File: src/hw/rtl/olar_pkg.sv
// ----------------------------------------------------------------------------
// olar_pkg
// Types and codes shared by the ordered list block and its checker.
// ----------------------------------------------------------------------------
`default_nettype none

package olar_pkg;

    localparam int CNT_W  = 7;
    localparam int DATA_W = 32;

    // Action codes
    localparam logic [1:0] ACT_APPEND = 2'd0;
    localparam logic [1:0] ACT_REMOVE = 2'd1;
    localparam logic [1:0] ACT_DUMP   = 2'd2;

    // Status codes
    localparam logic [1:0] ST_OK        = 2'd0;
    localparam logic [1:0] ST_NOT_FOUND = 2'd1;
    localparam logic [1:0] ST_FULL      = 2'd2;
    localparam logic [1:0] ST_EMPTY     = 2'd3;

    typedef struct packed {
        logic [1:0]               action;
        logic signed [DATA_W-1:0] value;
    } req_t;

    typedef struct packed {
        logic [1:0]               status;
        logic signed [DATA_W-1:0] element;
        logic                     last;
        logic [CNT_W-1:0]         count;
    } rsp_t;

endpackage

`default_nettype wire

File: src/hw/rtl/ordered_list_append_remove.sv
// ----------------------------------------------------------------------------
// ordered_list_append_remove
// Ordered list of signed 32-bit values in a RAM: append at tail, remove
// first match with compaction, dump head to tail.
// ----------------------------------------------------------------------------
//  channel   signals              handshake
//  request   req (req_t)          beat taken at clk edge with start && !busy
//  response  rsp (rsp_t)          beat shown one cycle while strobe is high
//
//  Append is decided on the request; its result shows in the next cycle.
//  Unused codes give no result. Remove on a non-empty list holds busy: one
//  RAM read per entry during the search, then one read and one write per
//  cycle while closing the gap; the result shows as busy drops.
//  Dump streams count results, one per cycle, set by the single read port.
//  Reset clears the control state and entry count; no clearing pass over the RAM.
//  The receiver cannot stall; busy holds off requests during remove and dump.
// ----------------------------------------------------------------------------
`default_nettype none

module ordered_list_append_remove
    import olar_pkg::*;
#(
    parameter int DEPTH = 16
) (
    input  wire logic clk,
    input  wire logic rst_n,
    input  wire logic start,
    output logic      busy,
    input  wire req_t req,
    output rsp_t      rsp,
    output logic      strobe
);

    localparam int ADDR_W = (DEPTH > 1) ? $clog2(DEPTH) : 1;
    localparam logic [CNT_W-1:0] FULL_CNT = CNT_W'(DEPTH);

    typedef enum logic [3:0] {
        S_IDLE   = 4'b0001,
        S_SEARCH = 4'b0010,
        S_SHIFT  = 4'b0100,
        S_DUMP   = 4'b1000
    } state_t;

    state_t                   state_reg, state_next;
    logic [CNT_W-1:0]         count_reg, count_next;
    logic [ADDR_W-1:0]        idx_reg, idx_next;
    logic signed [DATA_W-1:0] value_reg, value_next;
    rsp_t                     rsp_reg, rsp_next;
    logic                     strobe_reg, strobe_next;

    logic                     we;
    logic [ADDR_W-1:0]        waddr;
    logic [DATA_W-1:0]        wdata;
    logic [DATA_W-1:0]        rdata;
    logic [CNT_W-1:0]         idx_plus1;
    logic                     more;
    logic                     accept;

    // Entry storage; while shifting, the write trails the read by one or two slots,
    // so the two ports never touch the same entry in the same shift cycle
    olar_ram #(
        .WIDTH (DATA_W),
        .DEPTH (DEPTH)
    ) u_ram (
        .clk   (clk),
        .we    (we),
        .waddr (waddr),
        .wdata (wdata),
        .raddr (idx_next),
        .rdata (rdata)
    );

    assign accept    = start && (state_reg == S_IDLE);
    assign idx_plus1 = CNT_W'(idx_reg) + CNT_W'(1);
    assign more      = idx_plus1 < count_reg;

    // Sequence the list operations
    always_comb
    begin
        state_next  = state_reg;
        count_next  = count_reg;
        idx_next    = idx_reg;
        value_next  = value_reg;
        strobe_next = 1'b0;
        rsp_next    = '{status: ST_OK, element: '0, last: 1'b1, count: count_reg};
        we          = 1'b0;
        waddr       = count_reg[ADDR_W-1:0];
        wdata       = req.value;

        unique case (state_reg)
            S_IDLE:
            begin
                if (start)
                begin
                    value_next = req.value;
                    idx_next   = '0;
                    unique case (req.action)
                        ACT_APPEND:
                        begin
                            strobe_next = 1'b1;
                            if (count_reg >= FULL_CNT)
                            begin
                                rsp_next.status = ST_FULL;
                            end
                            else
                            begin
                                we             = 1'b1;
                                count_next     = count_reg + CNT_W'(1);
                                rsp_next.count = count_reg + CNT_W'(1);
                            end
                        end
                        ACT_REMOVE:
                        begin
                            if (count_reg == '0)
                            begin
                                strobe_next     = 1'b1;
                                rsp_next.status = ST_NOT_FOUND;
                            end
                            else
                            begin
                                state_next = S_SEARCH;
                            end
                        end
                        ACT_DUMP:
                        begin
                            if (count_reg == '0)
                            begin
                                strobe_next     = 1'b1;
                                rsp_next.status = ST_EMPTY;
                            end
                            else
                            begin
                                state_next = S_DUMP;
                            end
                        end
                        default:
                        begin
                            // Drop unused action codes
                        end
                    endcase
                end
            end

            S_SEARCH:
            begin
                // rdata holds entry idx_reg
                if (rdata == value_reg)
                begin
                    if (more)
                    begin
                        idx_next   = idx_reg + ADDR_W'(1);
                        state_next = S_SHIFT;
                    end
                    else
                    begin
                        count_next     = count_reg - CNT_W'(1);
                        rsp_next.count = count_reg - CNT_W'(1);
                        strobe_next    = 1'b1;
                        state_next     = S_IDLE;
                    end
                end
                else if (more)
                begin
                    idx_next = idx_reg + ADDR_W'(1);
                end
                else
                begin
                    rsp_next.status = ST_NOT_FOUND;
                    strobe_next     = 1'b1;
                    state_next      = S_IDLE;
                end
            end

            S_SHIFT:
            begin
                // Move entry idx_reg one slot toward the head
                we    = 1'b1;
                waddr = idx_reg - ADDR_W'(1);
                wdata = rdata;
                if (more)
                begin
                    idx_next = idx_reg + ADDR_W'(1);
                end
                else
                begin
                    count_next     = count_reg - CNT_W'(1);
                    rsp_next.count = count_reg - CNT_W'(1);
                    strobe_next    = 1'b1;
                    state_next     = S_IDLE;
                end
            end

            S_DUMP:
            begin
                // Emit entry idx_reg, advance until the tail
                strobe_next      = 1'b1;
                rsp_next.element = signed'(rdata);
                rsp_next.last    = !more;
                if (more)
                begin
                    idx_next = idx_reg + ADDR_W'(1);
                end
                else
                begin
                    state_next = S_IDLE;
                end
            end

            default:
            begin
                state_next = S_IDLE;
            end
        endcase
    end

    // Hold control state
    always_ff @(posedge clk or negedge rst_n)
    begin
        if (!rst_n)
        begin
            state_reg  <= S_IDLE;
            count_reg  <= '0;
            idx_reg    <= '0;
            strobe_reg <= 1'b0;
        end
        else
        begin
            state_reg  <= state_next;
            count_reg  <= count_next;
            idx_reg    <= idx_next;
            strobe_reg <= strobe_next;
        end
    end

    // Hold payload
    always_ff @(posedge clk)
    begin
        value_reg <= value_next;
        rsp_reg   <= rsp_next;
    end

    assign busy   = !accept && (state_reg != S_IDLE);
    assign rsp    = rsp_reg;
    assign strobe = strobe_reg;

endmodule

`default_nettype wire

File: src/hw/rtl/olar_ram.sv
// ----------------------------------------------------------------------------
// olar_ram
// Simple dual-port RAM: one write port, one read port, registered read.
// ----------------------------------------------------------------------------
`default_nettype none

module olar_ram #(
    parameter int WIDTH = 32,
    parameter int DEPTH = 16,
    localparam int ADDR_W = (DEPTH > 1) ? $clog2(DEPTH) : 1
) (
    input  wire logic              clk,
    input  wire logic              we,
    input  wire logic [ADDR_W-1:0] waddr,
    input  wire logic [WIDTH-1:0]  wdata,
    input  wire logic [ADDR_W-1:0] raddr,
    output logic      [WIDTH-1:0]  rdata
);

    logic [WIDTH-1:0] mem [DEPTH];

    // Write and register the read word
    always_ff @(posedge clk)
    begin
        if (we)
        begin
            mem[waddr] <= wdata;
        end
        rdata <= mem[raddr];
    end

endmodule

`default_nettype wire

File: config.mk
export PLATFORM = sky130hd
export DESIGN_NAME = ordered_list_append_remove
export DESIGN_NICKNAME = d
export VERILOG_FILES = /design/src/hw/rtl/olar_pkg.sv /design/src/hw/rtl/ordered_list_append_remove.sv /design/src/hw/rtl/olar_ram.sv
export SDC_FILE = /design/constraint.sdc
export NUM_CORES = 1
export LEC_CHECK = 0
export BUFFER_PORTS_ARGS = -buffer_cell sky130_fd_sc_hd__buf_2
export CORE_ASPECT_RATIO = 1.25
export CORE_MARGIN = 2
export CORE_UTILIZATION = 66
export DETAILED_ROUTE_END_ITERATION = 12
export PLACE_DENSITY = 0.95
export RECOVER_POWER = 50
export REMOVE_ABC_BUFFERS = 1
export SLEW_MARGIN = 20
export SYNTH_ARGS = -nofsm -noshare
export SYNTH_HDL_FRONTEND = slang
export SYNTH_HIERARCHICAL = 1
export SYNTH_SLANG_ARGS = --single-unit
File: constraint.sdc
create_clock -name clk -period 7.67 [get_ports clk]
set_input_delay 1.1505 -clock clk [delete_from_list [all_inputs] [get_ports clk]]
set_output_delay 1.1505 -clock clk [all_outputs]
set_load 0.05 [all_outputs]
Yosys cells after proc, flatten, opt, wreduce, memory -nomap -nowiden

Memory sizes are Yosys's and may differ from the RTL's. A register that Yosys moved wholly into a read port is not among the register bits.
Index checks and enable logic that the tools add are counted.

Add/sub/neg operators: 5
Magnitude comparators: 2
Eq/ne operators: 12
Muxes and demuxes: 38
Reductions and logical operators: 12

Operators with widths:

| kind                | number |
|---|---|
| $mux 7              | 5 |
| $eq 32x32->1        | 1 |
| $mux 32             | 1 |
| $mux 4              | 8 |
| $pmux 7 s3          | 1 |
| $pmux 4 s2          | 2 |
| $pmux 4 s3          | 1 |
| $mux 1              | 11 |
| $add 7x1->7 const B | 1 |
| $ge 7x5->1 const B  | 1 |
| $logic_not 7->1     | 1 |
| $lt 5x7->1          | 1 |
| $sub 7x1->7 const B | 1 |
| $mux 2              | 3 |
| $ne 3x3->1 const B  | 2 |
| $pmux 2 s3          | 1 |
| $reduce_or 2->1     | 3 |
| $add 4x1->5 const B | 1 |
| $add 4x1->4 const B | 1 |
| $eq 4x1->1 const B  | 1 |
| $eq 4x2->1 const B  | 1 |
| $eq 4x3->1 const B  | 1 |
| $eq 4x4->1 const B  | 1 |
| $ne 4x1->1 const B  | 1 |
| 15 further kinds    | 18 |

Register bits: 90
Memory bits (writable): 512
Input port bits: 37
Logic and storage cells: 79
Memories: 1

Memories:

| memory    | words | width | rd ports | clocked after memory_dff | wr ports | RTL line       | text |
|---|---|---|---|---|---|---|---|
| u_ram.mem | 16    | 32    | 1        | 1                        | 1        | olar_ram.sv:20 | `logic [WIDTH-1:0] mem [DEPTH];` |

Logic depth before layout (Yosys ltp)

Gate-level depths: netlist (run 1).

Depth after elaboration: 7
Depth in mapped cells: 14
Depth with buffers taken out: 12

Modules after synthesis

Netlist (run 1), hierarchy kept.

By module, submodules not included:

| module                     | times used | cells each | area an instance (sq um) | seq. area each (sq um) |
|---|---|---|---|---|
| olar_ram                   | 1          | 838        | 19835.3                  | 16015.4 |
| ordered_list_append_remove | 1          | 405        | 4098.9                   | 2203.4 |

Worst setup path before layout (run 1)

No wires, ideal clock.

Kind: input-to-reg
From: input req[32] (netlist name)
To: memory u_ram.mem[0][0] (enable)
Data arrival time: 4.490 ns
Slack: 2.719 ns
Stages on the path: 6
Path buffers: 0
Cells stage by stage: inv_1 > ha_1 > nand2_1 > o21ai_0 > or3b_2 > nor3_1

Cells in the longest elaborated chain, start to end: 6

Ends and longest elaborated chain:

| element                      | RTL line                         | text |
|---|---|---|
| start: declaration           | ordered_list_append_remove.sv:29 | `input wire req_t req,` |
| $logic_not 2->1              | ordered_list_append_remove.sv:97 | `unique case (req.action)` |
| $mux 1                       | ordered_list_append_remove.sv:97 |  |
| $mux 1                       | ordered_list_append_remove.sv:93 | `if (start)` |
| $pmux 1 s2                   | ordered_list_append_remove.sv:90 | `unique case (state_reg)` |
| via we                       | ordered_list_append_remove.sv:51 | `logic we;` |
| $mux 1                       | olar_ram.sv:25                   | `if (we)` |
| $mux 1 (not written as such) | olar_ram.sv:27                   | `mem[waddr] <= wdata;` |
| end: declaration             | olar_ram.sv:20                   |  |

The timed path passes the listed nets, and every way through them passes these cells.

Final worst setup path (run 1)

From: register state_reg[1]
To: register u_ram.rdata[21] (read register of u_ram.mem)

Cells in the longest elaborated chain, start to end: 3
Elaborated cells between the ends (all ways): 6

Ends and longest elaborated chain:

| element                                  | RTL line                          | text |
|---|---|---|
| start: declaration                       | ordered_list_append_remove.sv:44  | `state_t state_reg, state_next;` |
| start signal: assignment                 | ordered_list_append_remove.sv:228 | `state_reg <= state_next;` |
| $eq 4x4->1, or another cell as far along | ordered_list_append_remove.sv:90  |  |
| $reduce_or 3->1 (no source line)         | -                                 |  |
| $pmux 4 s2 (*)                           | ordered_list_append_remove.sv:90  |  |
| via idx_next[1]                          | ordered_list_append_remove.sv:46  | `logic [ADDR_W-1:0] idx_reg, idx_next;` |
| end: declaration                         | olar_ram.sv:17                    | `output logic [WIDTH-1:0] rdata` |

The timed path passes the listed nets; every way through them passes the cells marked *.
A chain may end at the register's enable or synchronous reset.

==> results of run 1 <==
[power by group]
group / internal [mW] / switching, mW / total, mW / leakage [nW]
clock: 1.57 / 1.27 / 2.84 / 0.893
sequential: 3.81 / 0.0672 / 3.87 / 5.73
combinational: 0.197 / 0.299 / 0.496 / 1.96
[final timing paths]
kind,start,end,slack [ps],depth (start not counted)
hold / removal,u_ram/rdata[27],rsp[35],500,1
min in group asynchronous,rst_n,state_reg[1],680,1
setup / recovery,state_reg[1],u_ram/rdata[21],1450,9
setup reg to reg,state_reg[1],u_ram/rdata[21],1450,9
hold reg to reg,u_ram/rdata[27],rsp[35],500,1
max in group asynchronous,rst_n,count_reg[1],6420,1
[synth_stat cells, types with 2 or more instances]
cell type  number  area share
edfxtp_1      544        0.68
nand2_1       144       0.023
mux4_2        128        0.12
dfxtp_1        74       0.062
a22oi_1        64       0.020
xnor2_1        36       0.013
and2_1         35      0.0091
clkbuf_1       27      0.0042
nor2_1         21      0.0033
dfrtp_1        15       0.016
ha_1           12      0.0063
nor3_1         12      0.0025
buf_4          11      0.0035
buf_1          10      0.0016
buf_2          10      0.0021
inv_1           9      0.0014
nand4_1         9      0.0024
a21oi_1         7      0.0015
nand3_1         7      0.0015
o21ai_0         5      0.0010
inv_2           4     0.00063
nand3b_1        4      0.0013
o21ai_1         4     0.00084
a22o_1          3      0.0011
nor2b_1         3     0.00078
nor4b_4         3      0.0030
xor2_1          3      0.0011
a21o_1          2     0.00063
a31oi_1         2     0.00052
nand2b_1        2     0.00052
nor4_1          2     0.00052
nor4_2          2      0.0010
o211ai_1        2     0.00063
o22ai_1         2     0.00052
o31ai_1         2     0.00063
[cell type report]
cell class,instances,area share
Tap cell,480,0.0225
Clock buffer,70,0.0563
Timing Repair Buffer,108,0.0192
Sequential cell,634,0.682
Clock inverter,34,0.0124
Inverter,13,0.00183
Multi-Input combinational cell,538,0.206
[cells by family (layout without fill, tap and decap cells)]
logic type / Yosys count / in the layout / share of synthesized area
compound gates: 103 / 103 / 0.0313
flops: 634 / 634 / 0.761
mux: 129 / 129 / 0.121
fa+ha+maj: 12 / 12 / 0.00627
simple gates: 255 / 255 / 0.0527
xor+xnor: 39 / 39 / 0.0143
buf+inv: 71 / 225 / 0.0134
[metal layers]
metal,part of all wire,vias up,GRT usage
li1,-,5144,-
met3,0.13,297,0.0744
met1,0.32,6516,0.426
met2,0.49,1290,0.550
met4,0.063,2,0.180
met5,0.00011,-,0
[per-stage QoR]
step	setup WS (ps)	cells	total power, mW	instance area, sq um	hold slack (ps)
global placement	3050	1773	4.39	25000	496
detailed placement	2760	1773	4.42	25000	497
global route	1240	1877	7.36	26700	516
floorplan	1620	1185	4.27	23700	474
finish	1450	1877	7.21	26700	504
CTS	2680	1877	7.22	26900	472
[critical path, stage by stage, from the launching register on]
cell and delay [ps]:
dfrtp_1 490, nor4_4 300, clkbuf_1 1660, nor3_1 520, o21ai_1 490, a22o_4 790
buf_4 920, mux4_2 440, a22oi_1 290, nand2_1 150
==> out/qor.txt, run 1 <==
clock sinks: 634
DRT Wirelength: 62.2 mm
yosys warns: 6
final core utilization: 0.742
Fmax: 161 MHz
crit path capture type: register
clk_lat worst skew: 600 ps
Iteration-0 DRC Markers: 2,037
Cell Rows: 78
outcome: finished, violations left
Initial Utilization: 0.665
number of synthesized flops with an enable pin: 544
Crit path required time: 8130 ps
DR pass1 iterations: 5
die height: 217 um
Final Net Count: 1,399
IO Count: 81
post-CTS setup buffers: 0
setup tns final: 0 ps
Fillers: 1,840
CTS Buffer Depth: 3
Final Slew Violations: 96
Worst slew margin: -0.525
CTS H-Tree Depth: 2
final hold vios: 0
root buf cell: clkbuf_16
share of cells above drive strength 1: 0.204
largest net degree at the start of global routing: 83
Layout area overhead: 11.6%
Placeable Area: 36,000 sq um
P per Cell Area: 270 nW/um^2
unrepaired setup endpoints after global routing: false
die area: 37,800 sq um
antenna diode count: 0
Distinct cells, synth: 58
antenna violation net count after detailed routing: 0
Syn Area/Cell: 19.3 sq um
Min-Delay Path Class: reg -> reg
most common cell after layout, fill and taps aside: edfxtp_1
Post-synth top flop: edfxtp_1
DR WL/cell: 33.1 um
Final min period: 6220 ps
drt drc: 0
FF+latch area: 18,200 sq um
vias per std cell: 7.06
failing checks: capacitance limit, slew limit
All-Layer GR Usage: 0.336
vias in the first global route: 13,600
hold bufs inserted after CTS: 0
crit-path max FO: 68
hpwl dp: 31.0 mm
Worst VDD drop: 0.225 mV
async set-reset flop share out of synthesis: 0.0252
via count: 13,200
max reg flops: 512
sequential share of the synthesized area: 0.761
CTS tree: done
Synth Instances: 1,243
Critical Path AT: 6680 ps
worst clock skew: 20.6 ps
most frequent cells in the layout: edfxtp_1, nand2_1, mux4_2
PortBufs: 80
gr ovfl total: 0
first-pass GRT wire length: 90.3 mm
multi-input logic area: 5510 sq um
max cap viols: 3
post-route clock period utilization: 0.811
synthesized cell area: 23,900 sq um
Worst-path clk slew: 70 ps
synthesized flop and latch total: 634
WS Path Type: reg -> reg
die span in x: 174 um
CTS Buf Count: 55
Pleak: 8.58 nW
final setup fails: 0
Slew @ Worst Pin: 2290 ps
Startpoint Class: register
GPL Wtd Cong: 0.932
antenna violations before repair: 1
Resized cells post-CTS: 0
(Power assumes the default switching activity.)
==> inputs of run 2 (changes only) <==
CORE_UTILIZATION = 55   (was 66)
PLACE_DENSITY = 0.87   (was 0.95)
clock period = 5 ns   (was 7.67 ns; I/O delays follow)
==> run 2 against run 1 <==
Compared with the run above:
- the flow still finishes with violations (capacitance limit, slew limit)
- via count decreased by 4.3%
- combinational power up 58%
- hold slack lost 250 ps
- core utilization fell by 11 points
- count of clock-buffer cells in the layout rose by 9
- global-route usage is 7.7 points lower
- clock power up 46%
- worst setup slack got worse by 730 ps
- die area up 20%
- sequential power rose by 53%
- cell count grew 5.1%
- largest cell class unchanged
==> out/qor.txt, run 2 (synthesized netlist as in run 1, its figures left out) <==
Crit path required time: 5490 ps (was 8130 ps)
Startpoint Class: register (unchanged)
slowest stage delay, CP: 630 ps (was 1660 ps)
worst-case reg-to-reg path depth: 13 (was 9)
final hold vios: 0 (unchanged)
Resized cells post-CTS: 0 (unchanged)
PortBufs: 80 (unchanged)
clk_lat worst skew: 620 ps (was 600 ps)
Worst VDD drop: 0.285 mV (was 0.225 mV)
unrepaired setup endpoints after global routing: false (unchanged)
GPL Wtd Cong: 0.952 (was 0.932)
antenna diode count: 0 (unchanged)
Fmax: 233 MHz (was 161 MHz)
failing checks: capacitance limit, slew limit (unchanged)
gr ovfl total: 0 (unchanged)
most frequent cells in the layout: edfxtp_1, nand2_1, mux4_2 (unchanged)
DR WL/cell: 29.1 um (was 33.1 um)
final core utilization: 0.628 (was 0.742)
All-Layer GR Usage: 0.259 (was 0.336)
worst clock skew: 28.4 ps (was 20.6 ps)
CTS Buf Count: 56 (was 55)
antenna violation net count after detailed routing: 0 (unchanged)
post-route cell area: 27,000 sq um (was 26,700 sq um)
critical path, cell by cell: ha_1 > xor2_1 > ha_1 > a21o_1 > a31oi_1 > o21ai_2 > nand2_1 > o21ai_1 > mux2_8 > buf_12 > mux4_2 > a22oi_1 > nand2_1 (was nor4_4 > clkbuf_1 > nor3_1 > o21ai_1 > a22o_4 > buf_4 > mux4_2 > a22oi_1 > nand2_1)
vias per std cell: 6.42 (was 7.06)
largest net degree at the start of global routing: 57 (was 83)
CTS tree: done (unchanged)
Min-Delay Path Class: in -> async (was reg -> reg)
drt drc: 0 (unchanged)
hpwl dp: 30.4 mm (was 31.0 mm)
crit path capture type: register (unchanged)
first-pass GRT wire length: 84.5 mm (was 90.3 mm)
Pleak: 8.66 nW (was 8.58 nW)
WS Path Type: reg -> reg (unchanged)
antenna violations before repair: 1 (unchanged)
Worst slew margin: -0.401 (was -0.525)
via count: 12,700 (was 13,200)
Cell Rows: 85 (was 78)
final setup fails: 0 (unchanged)
vias in the first global route: 12,900 (was 13,600)
die height: 237 um (was 217 um)
crit-path max FO: 46 (was 68)
die span in x: 191 um (was 174 um)
outcome: finished, violations left (unchanged)
IO Count: 81 (unchanged)
Fillers: 2,780 (was 1,840)
most common cell after layout, fill and taps aside: edfxtp_1 (unchanged)
Initial Utilization: 0.557 (was 0.665)
die area: 45,200 sq um (was 37,800 sq um)
CTS Buffer Depth: 3 (unchanged)
Worst path slowest cell: mux2_8 (was clkbuf_1)
Final Net Count: 1,412 (was 1,399)
max reg flops: 512 (unchanged)
DRT Wirelength: 57.3 mm (was 62.2 mm)
Worst-path clk slew: 70 ps (about the same)
Final min period: 4290 ps (was 6220 ps)
CTS H-Tree Depth: 2 (unchanged)
Critical Path AT: 4780 ps (was 6680 ps)
DP Area: 25,400 sq um (was 25,000 sq um)
Placeable Area: 43,000 sq um (was 36,000 sq um)
post-CTS setup buffers: 0 (unchanged)
share of cells above drive strength 1: 0.208 (was 0.204)
Layout area overhead: 12.7% (was 11.6%)
post-route clock period utilization: 0.857 (was 0.811)
hold bufs inserted after CTS: 0 (unchanged)
Iteration-0 DRC Markers: 1,765 (was 2,037)
root buf cell: clkbuf_16 (unchanged)
clock sinks: 634 (unchanged)
P per Cell Area: 403 nW/um^2 (was 270 nW/um^2)
Final Slew Violations: 69 (was 96)
Slew @ Worst Pin: 2100 ps (was 2290 ps)
max cap viols: 2 (was 3)
DR pass1 iterations: 6 (was 5)
==> run 2: cell count changes in the layout (fill, tap and decap cells not counted), moves of 3 or more <==
cell / before / now
and2_0: 29 / 18
and2_1: 6 / 17
clkinv_2: 14 / 9
buf_2: 7 / 13
bufinv_16: 5 / 2
buf_12: 0 / 10
buf_4: 26 / 29
==> run 2: routing by layer <==
layer	share of wire	vias to the layer above	global-route usage	routed length, um
met2	0.50	970	0.427	28700
met4	0.032	2	0.0926	1830
li1	-	5177	-	-
met1	0.35	6388	0.345	20000
met5	0.00023	-	0	13
met3	0.12	136	0.0542	6720
==> run 2: cell type report <==
class	instances	area, sq um	area share
Timing Repair Buffer	120	738	0.0274
Clock buffer	79	1540	0.0570
Multi-Input combinational cell	538	5500	0.204
Inverter	13	48.8	0.00181
Tap cell	565	707	0.0262
Sequential cell	634	18200	0.676
Clock inverter	24	211	0.00784
==> run 2: critical path: cells and delay by family (launching register included) <==
family	cells	cell delay (ps)
AND/OR/NAND/NOR	2	380
buffers and inverters	1	290
XOR/XNOR	1	160
multiplexers	2	1170
flip-flops	1	420
adder cells (fa/ha/maj)	2	580
AO/OA/AOI/OAI	5	1110
==> run 2: final timing paths <==
check | startpoint | endpoint | slack, ps
setup / recovery | idx_reg[0] | u_ram/rdata[20] | 710
max in group asynchronous | rst_n | count_reg[1] | 4140
hold reg to reg | u_ram/rdata[17] | rsp[25] | 510
min in group clk | req[31] | value_reg[31] | 330
hold / removal | rst_n | state_reg[3] | 260
setup reg to reg | idx_reg[0] | u_ram/rdata[20] | 710
==> run 2: where the power goes <==
group | switching (mW) | internal (mW) | total (mW)
registers | 0.0990 | 5.84 | 5.94
clock network | 1.89 | 2.26 | 4.15
logic | 0.467 | 0.316 | 0.783
==> run 2: per-stage QoR <==
stage	setup TNS (ps)	power [mW]	worst slack, ps	hold slack (ps)	std cells
floorplan	-41450	6.55	-1050	454	1185
CTS	0	10.9	764	43.6	1973
detailed placement	0	6.82	817	499	1870
global route	0	11.2	439	288	1973
finish	0	10.9	714	258	1973
global placement	0	6.79	968	501	1870
==> inputs of run 3 (changes only) <==
CORE_UTILIZATION = 69   (was 55)
CTS_BUF_LIST = sky130_fd_sc_hd__clkbuf_8   (was unset)
PLACE_DENSITY = 0.95   (was 0.87)
clock period = 5.52 ns   (was 5 ns; I/O delays follow)
==> run 3 against run 2 <==
Compared with the run above:
- the run still ends with capacitance limit, slew limit left
- worst setup slack worse by 29 ps
- global-route usage rose by 8.8 points
- sequential power fell by 9.4%
- fmax is 11% lower
- count of clock-buffer cells in the layout up 23
- clock skew increased by 19 ps
- first-iteration DRC count grew 25%
- via count is 5.5% higher
- combinational power decreased by 12%
- register-to-register slack lost 30 ps
- critical endpoint is now u_ram/mem[5][0]
- largest cell class unchanged
==> out/qor.txt, run 3 (synthesized netlist as in run 1, its figures left out) <==
most common cell after layout, fill and taps aside: edfxtp_1 (unchanged)
crit-path max FO: 27 (was 46)
Sw Pwr: 2.29 mW (was 2.46 mW)
DP Area: 25,100 sq um (was 25,400 sq um)
Final min period: 4830 ps (was 4290 ps)
Top delay family on crit path: buffers and inverters (was multiplexers)
max cap viols: 4 (was 2)
post-route clock period utilization: 0.876 (was 0.857)
P per Cell Area: 363 nW/um^2 (was 403 nW/um^2)
antenna diode count: 0 (unchanged)
Iteration-0 DRC Markers: 2,212 (was 1,765)
Min-Delay Path Class: in -> async (unchanged)
Worst-path clk slew: 70 ps (about the same)
share of cells above drive strength 1: 0.215 (was 0.208)
Worst path slowest cell: clkbuf_1 (was mux2_8)
Slew @ Worst Pin: 2380 ps (was 2100 ps)
via count: 13,400 (was 12,700)
root buf cell: clkbuf_8 (was clkbuf_16)
clock sinks: 634 (unchanged)
Startpoint Class: register (unchanged)
portion of total power attributed to combinational logic: 0.071 (was 0.072)
antenna violations before repair: 0 (was 1)
Pleak: 8.72 nW (was 8.66 nW)
GPL Wtd Cong: 0.858 (was 0.952)
worst path buffer plus inverter count: 2 (was 1)
Fillers: 1,622 (was 2,780)
IO Count: 81 (unchanged)
Fmax: 207 MHz (was 233 MHz)
vias in the first global route: 13,700 (was 12,900)
Int Pwr: 7.41 mW (was 8.41 mW)
CTS H-Tree Depth: 3 (was 2)
Tot Pwr: 9.70 mW (was 10.9 mW)
die area: 36,200 sq um (was 45,200 sq um)
most frequent cells in the layout: edfxtp_1, nand2_1, mux4_2 (unchanged)
Crit path top cell by count: nand3b_1
Layout area overhead: 11.6% (was 12.7%)
post-CTS setup buffers: 0 (unchanged)
clk_lat worst skew: 680 ps (was 620 ps)
max reg flops: 512 (unchanged)
PortBufs: 80 (unchanged)
DR pass1 iterations: 5 (was 6)
sequential power share: 0.555 (was 0.546)
outcome: finished, violations left (unchanged)
Worst slew margin: -0.594 (was -0.401)
All-Layer GR Usage: 0.347 (was 0.259)
Final Net Count: 1,435 (was 1,412)
Worst VDD drop: 0.251 mV (was 0.285 mV)
final setup fails: 0 (unchanged)
largest net degree at the start of global routing: 71 (was 57)
final hold vios: 0 (unchanged)
drt drc: 0 (unchanged)
post-route cell area: 26,700 sq um (was 27,000 sq um)
crit path capture type: register (unchanged)
gr ovfl total: 0 (unchanged)
CTS Buffer Depth: 3 (unchanged)
die span in x: 171 um (was 191 um)
Sw Share: 0.236 (was 0.226)
DRT Wirelength: 60.4 mm (was 57.3 mm)
vias per std cell: 6.92 (was 6.42)
DR WL/cell: 31.3 um (was 29.1 um)
critical path, cell by cell: nor2_1 > nand3b_1 > clkbuf_1 > o21ai_0 > nand3b_1 > nor2_4 > buf_4 (was ha_1 > xor2_1 > ha_1 > a21o_1 > a31oi_1 > o21ai_2 > nand2_1 > o21ai_1 > mux2_8 > buf_12 > mux4_2 > a22oi_1 > nand2_1)
worst-case reg-to-reg path depth: 7 (was 13)
Cell Rows: 76 (was 85)
Placeable Area: 34,300 sq um (was 43,000 sq um)
first-pass GRT wire length: 88.4 mm (was 84.5 mm)
die height: 212 um (was 237 um)
hpwl dp: 32.6 mm (was 30.4 mm)
worst clock skew: 47.1 ps (was 28.4 ps)
Critical Path AT: 5210 ps (was 4780 ps)
antenna violation net count after detailed routing: 0 (unchanged)
setup tns final: 0 ps (unchanged)
CTS tree: done (unchanged)
unrepaired setup endpoints after global routing: false (unchanged)
Initial Utilization: 0.697 (was 0.557)
hold bufs inserted after CTS: 0 (unchanged)
Resized cells post-CTS: 0 (unchanged)
Final Slew Violations: 101 (was 69)
Crit path required time: 5890 ps (was 5490 ps)
critical path depth: 7 (was 13)
CTS Buf Count: 89 (was 56)
WS Path Type: reg -> reg (unchanged)
slowest stage delay, CP: 1460 ps (was 630 ps)
failing checks: capacitance limit, slew limit (unchanged)
Clk pwr share: 0.374 (was 0.381)
## run 3: cell types whose count changed in the layout (fill, tap and decap cells not counted), sizes merged
cell / delta
clkinv: +1
inv: +37
bufinv: +1
clkinvlp: +3
buf: -19
clkbuf: +32
## run 3: cell type report
class	count	area, sq um	area share
sequential	634	18200	0.682
clock buffer	102	1400	0.0526
clock inverter	66	367	0.0137
tap	468	586	0.0219
inverter	13	50.0	0.00187
timing repair buffer	110	584	0.0219
multi-input combinational	538	5500	0.206
## run 3: path summary, 6_finish.rpt
| path | start | end | slack, ps |
|---|---|---|---|
| min | rst_n | state_reg[2] | 240 |
| max | state_reg[0] | u_ram/mem[5][0] | 690 |
| max reg2reg | state_reg[0] | u_ram/mem[5][0] | 690 |
| min in group clk | req[25] | value_reg[25] | 370 |
| max in group asynchronous | rst_n | idx_reg[2] | 4700 |
| min reg2reg | u_ram/rdata[6] | rsp[14] | 490 |
## run 3: metrics by stage
stage / util / hold WS [ps] / instances / worst slack (ps)
floorplan: - / 474 / 1185 / -527
global placement: 0.731 / 488 / 1763 / 1500
detailed placement: 0.731 / 495 / 1763 / 1330
CTS: 0.782 / 45.9 / 1931 / 1220
global route: 0.778 / 306 / 1931 / 621
finish: 0.778 / 244 / 1931 / 686
## run 3: power by group through the flow
| stage | Sequential [mW] | Combinational, mW | Clock [mW] |
|---|---|---|---|
| after floorplan | 5.45 | 0.476 | 0 |
| after global placement | 5.47 | 0.642 | 0 |
| after detailed placement | 5.48 | 0.674 | 0 |
| after CTS | 5.38 | 0.687 | 3.65 |
| after global routing | 5.39 | 0.723 | 3.84 |
| final | 5.38 | 0.686 | 3.63 |
## run 3: metal layers
layer	up-vias	GRT usage	share of wire
met5	-	0	0
met4	0	0.174	0.049
met3	236	0.101	0.13
met2	1274	0.554	0.50
met1	6615	0.442	0.32
li1	5242	-	-
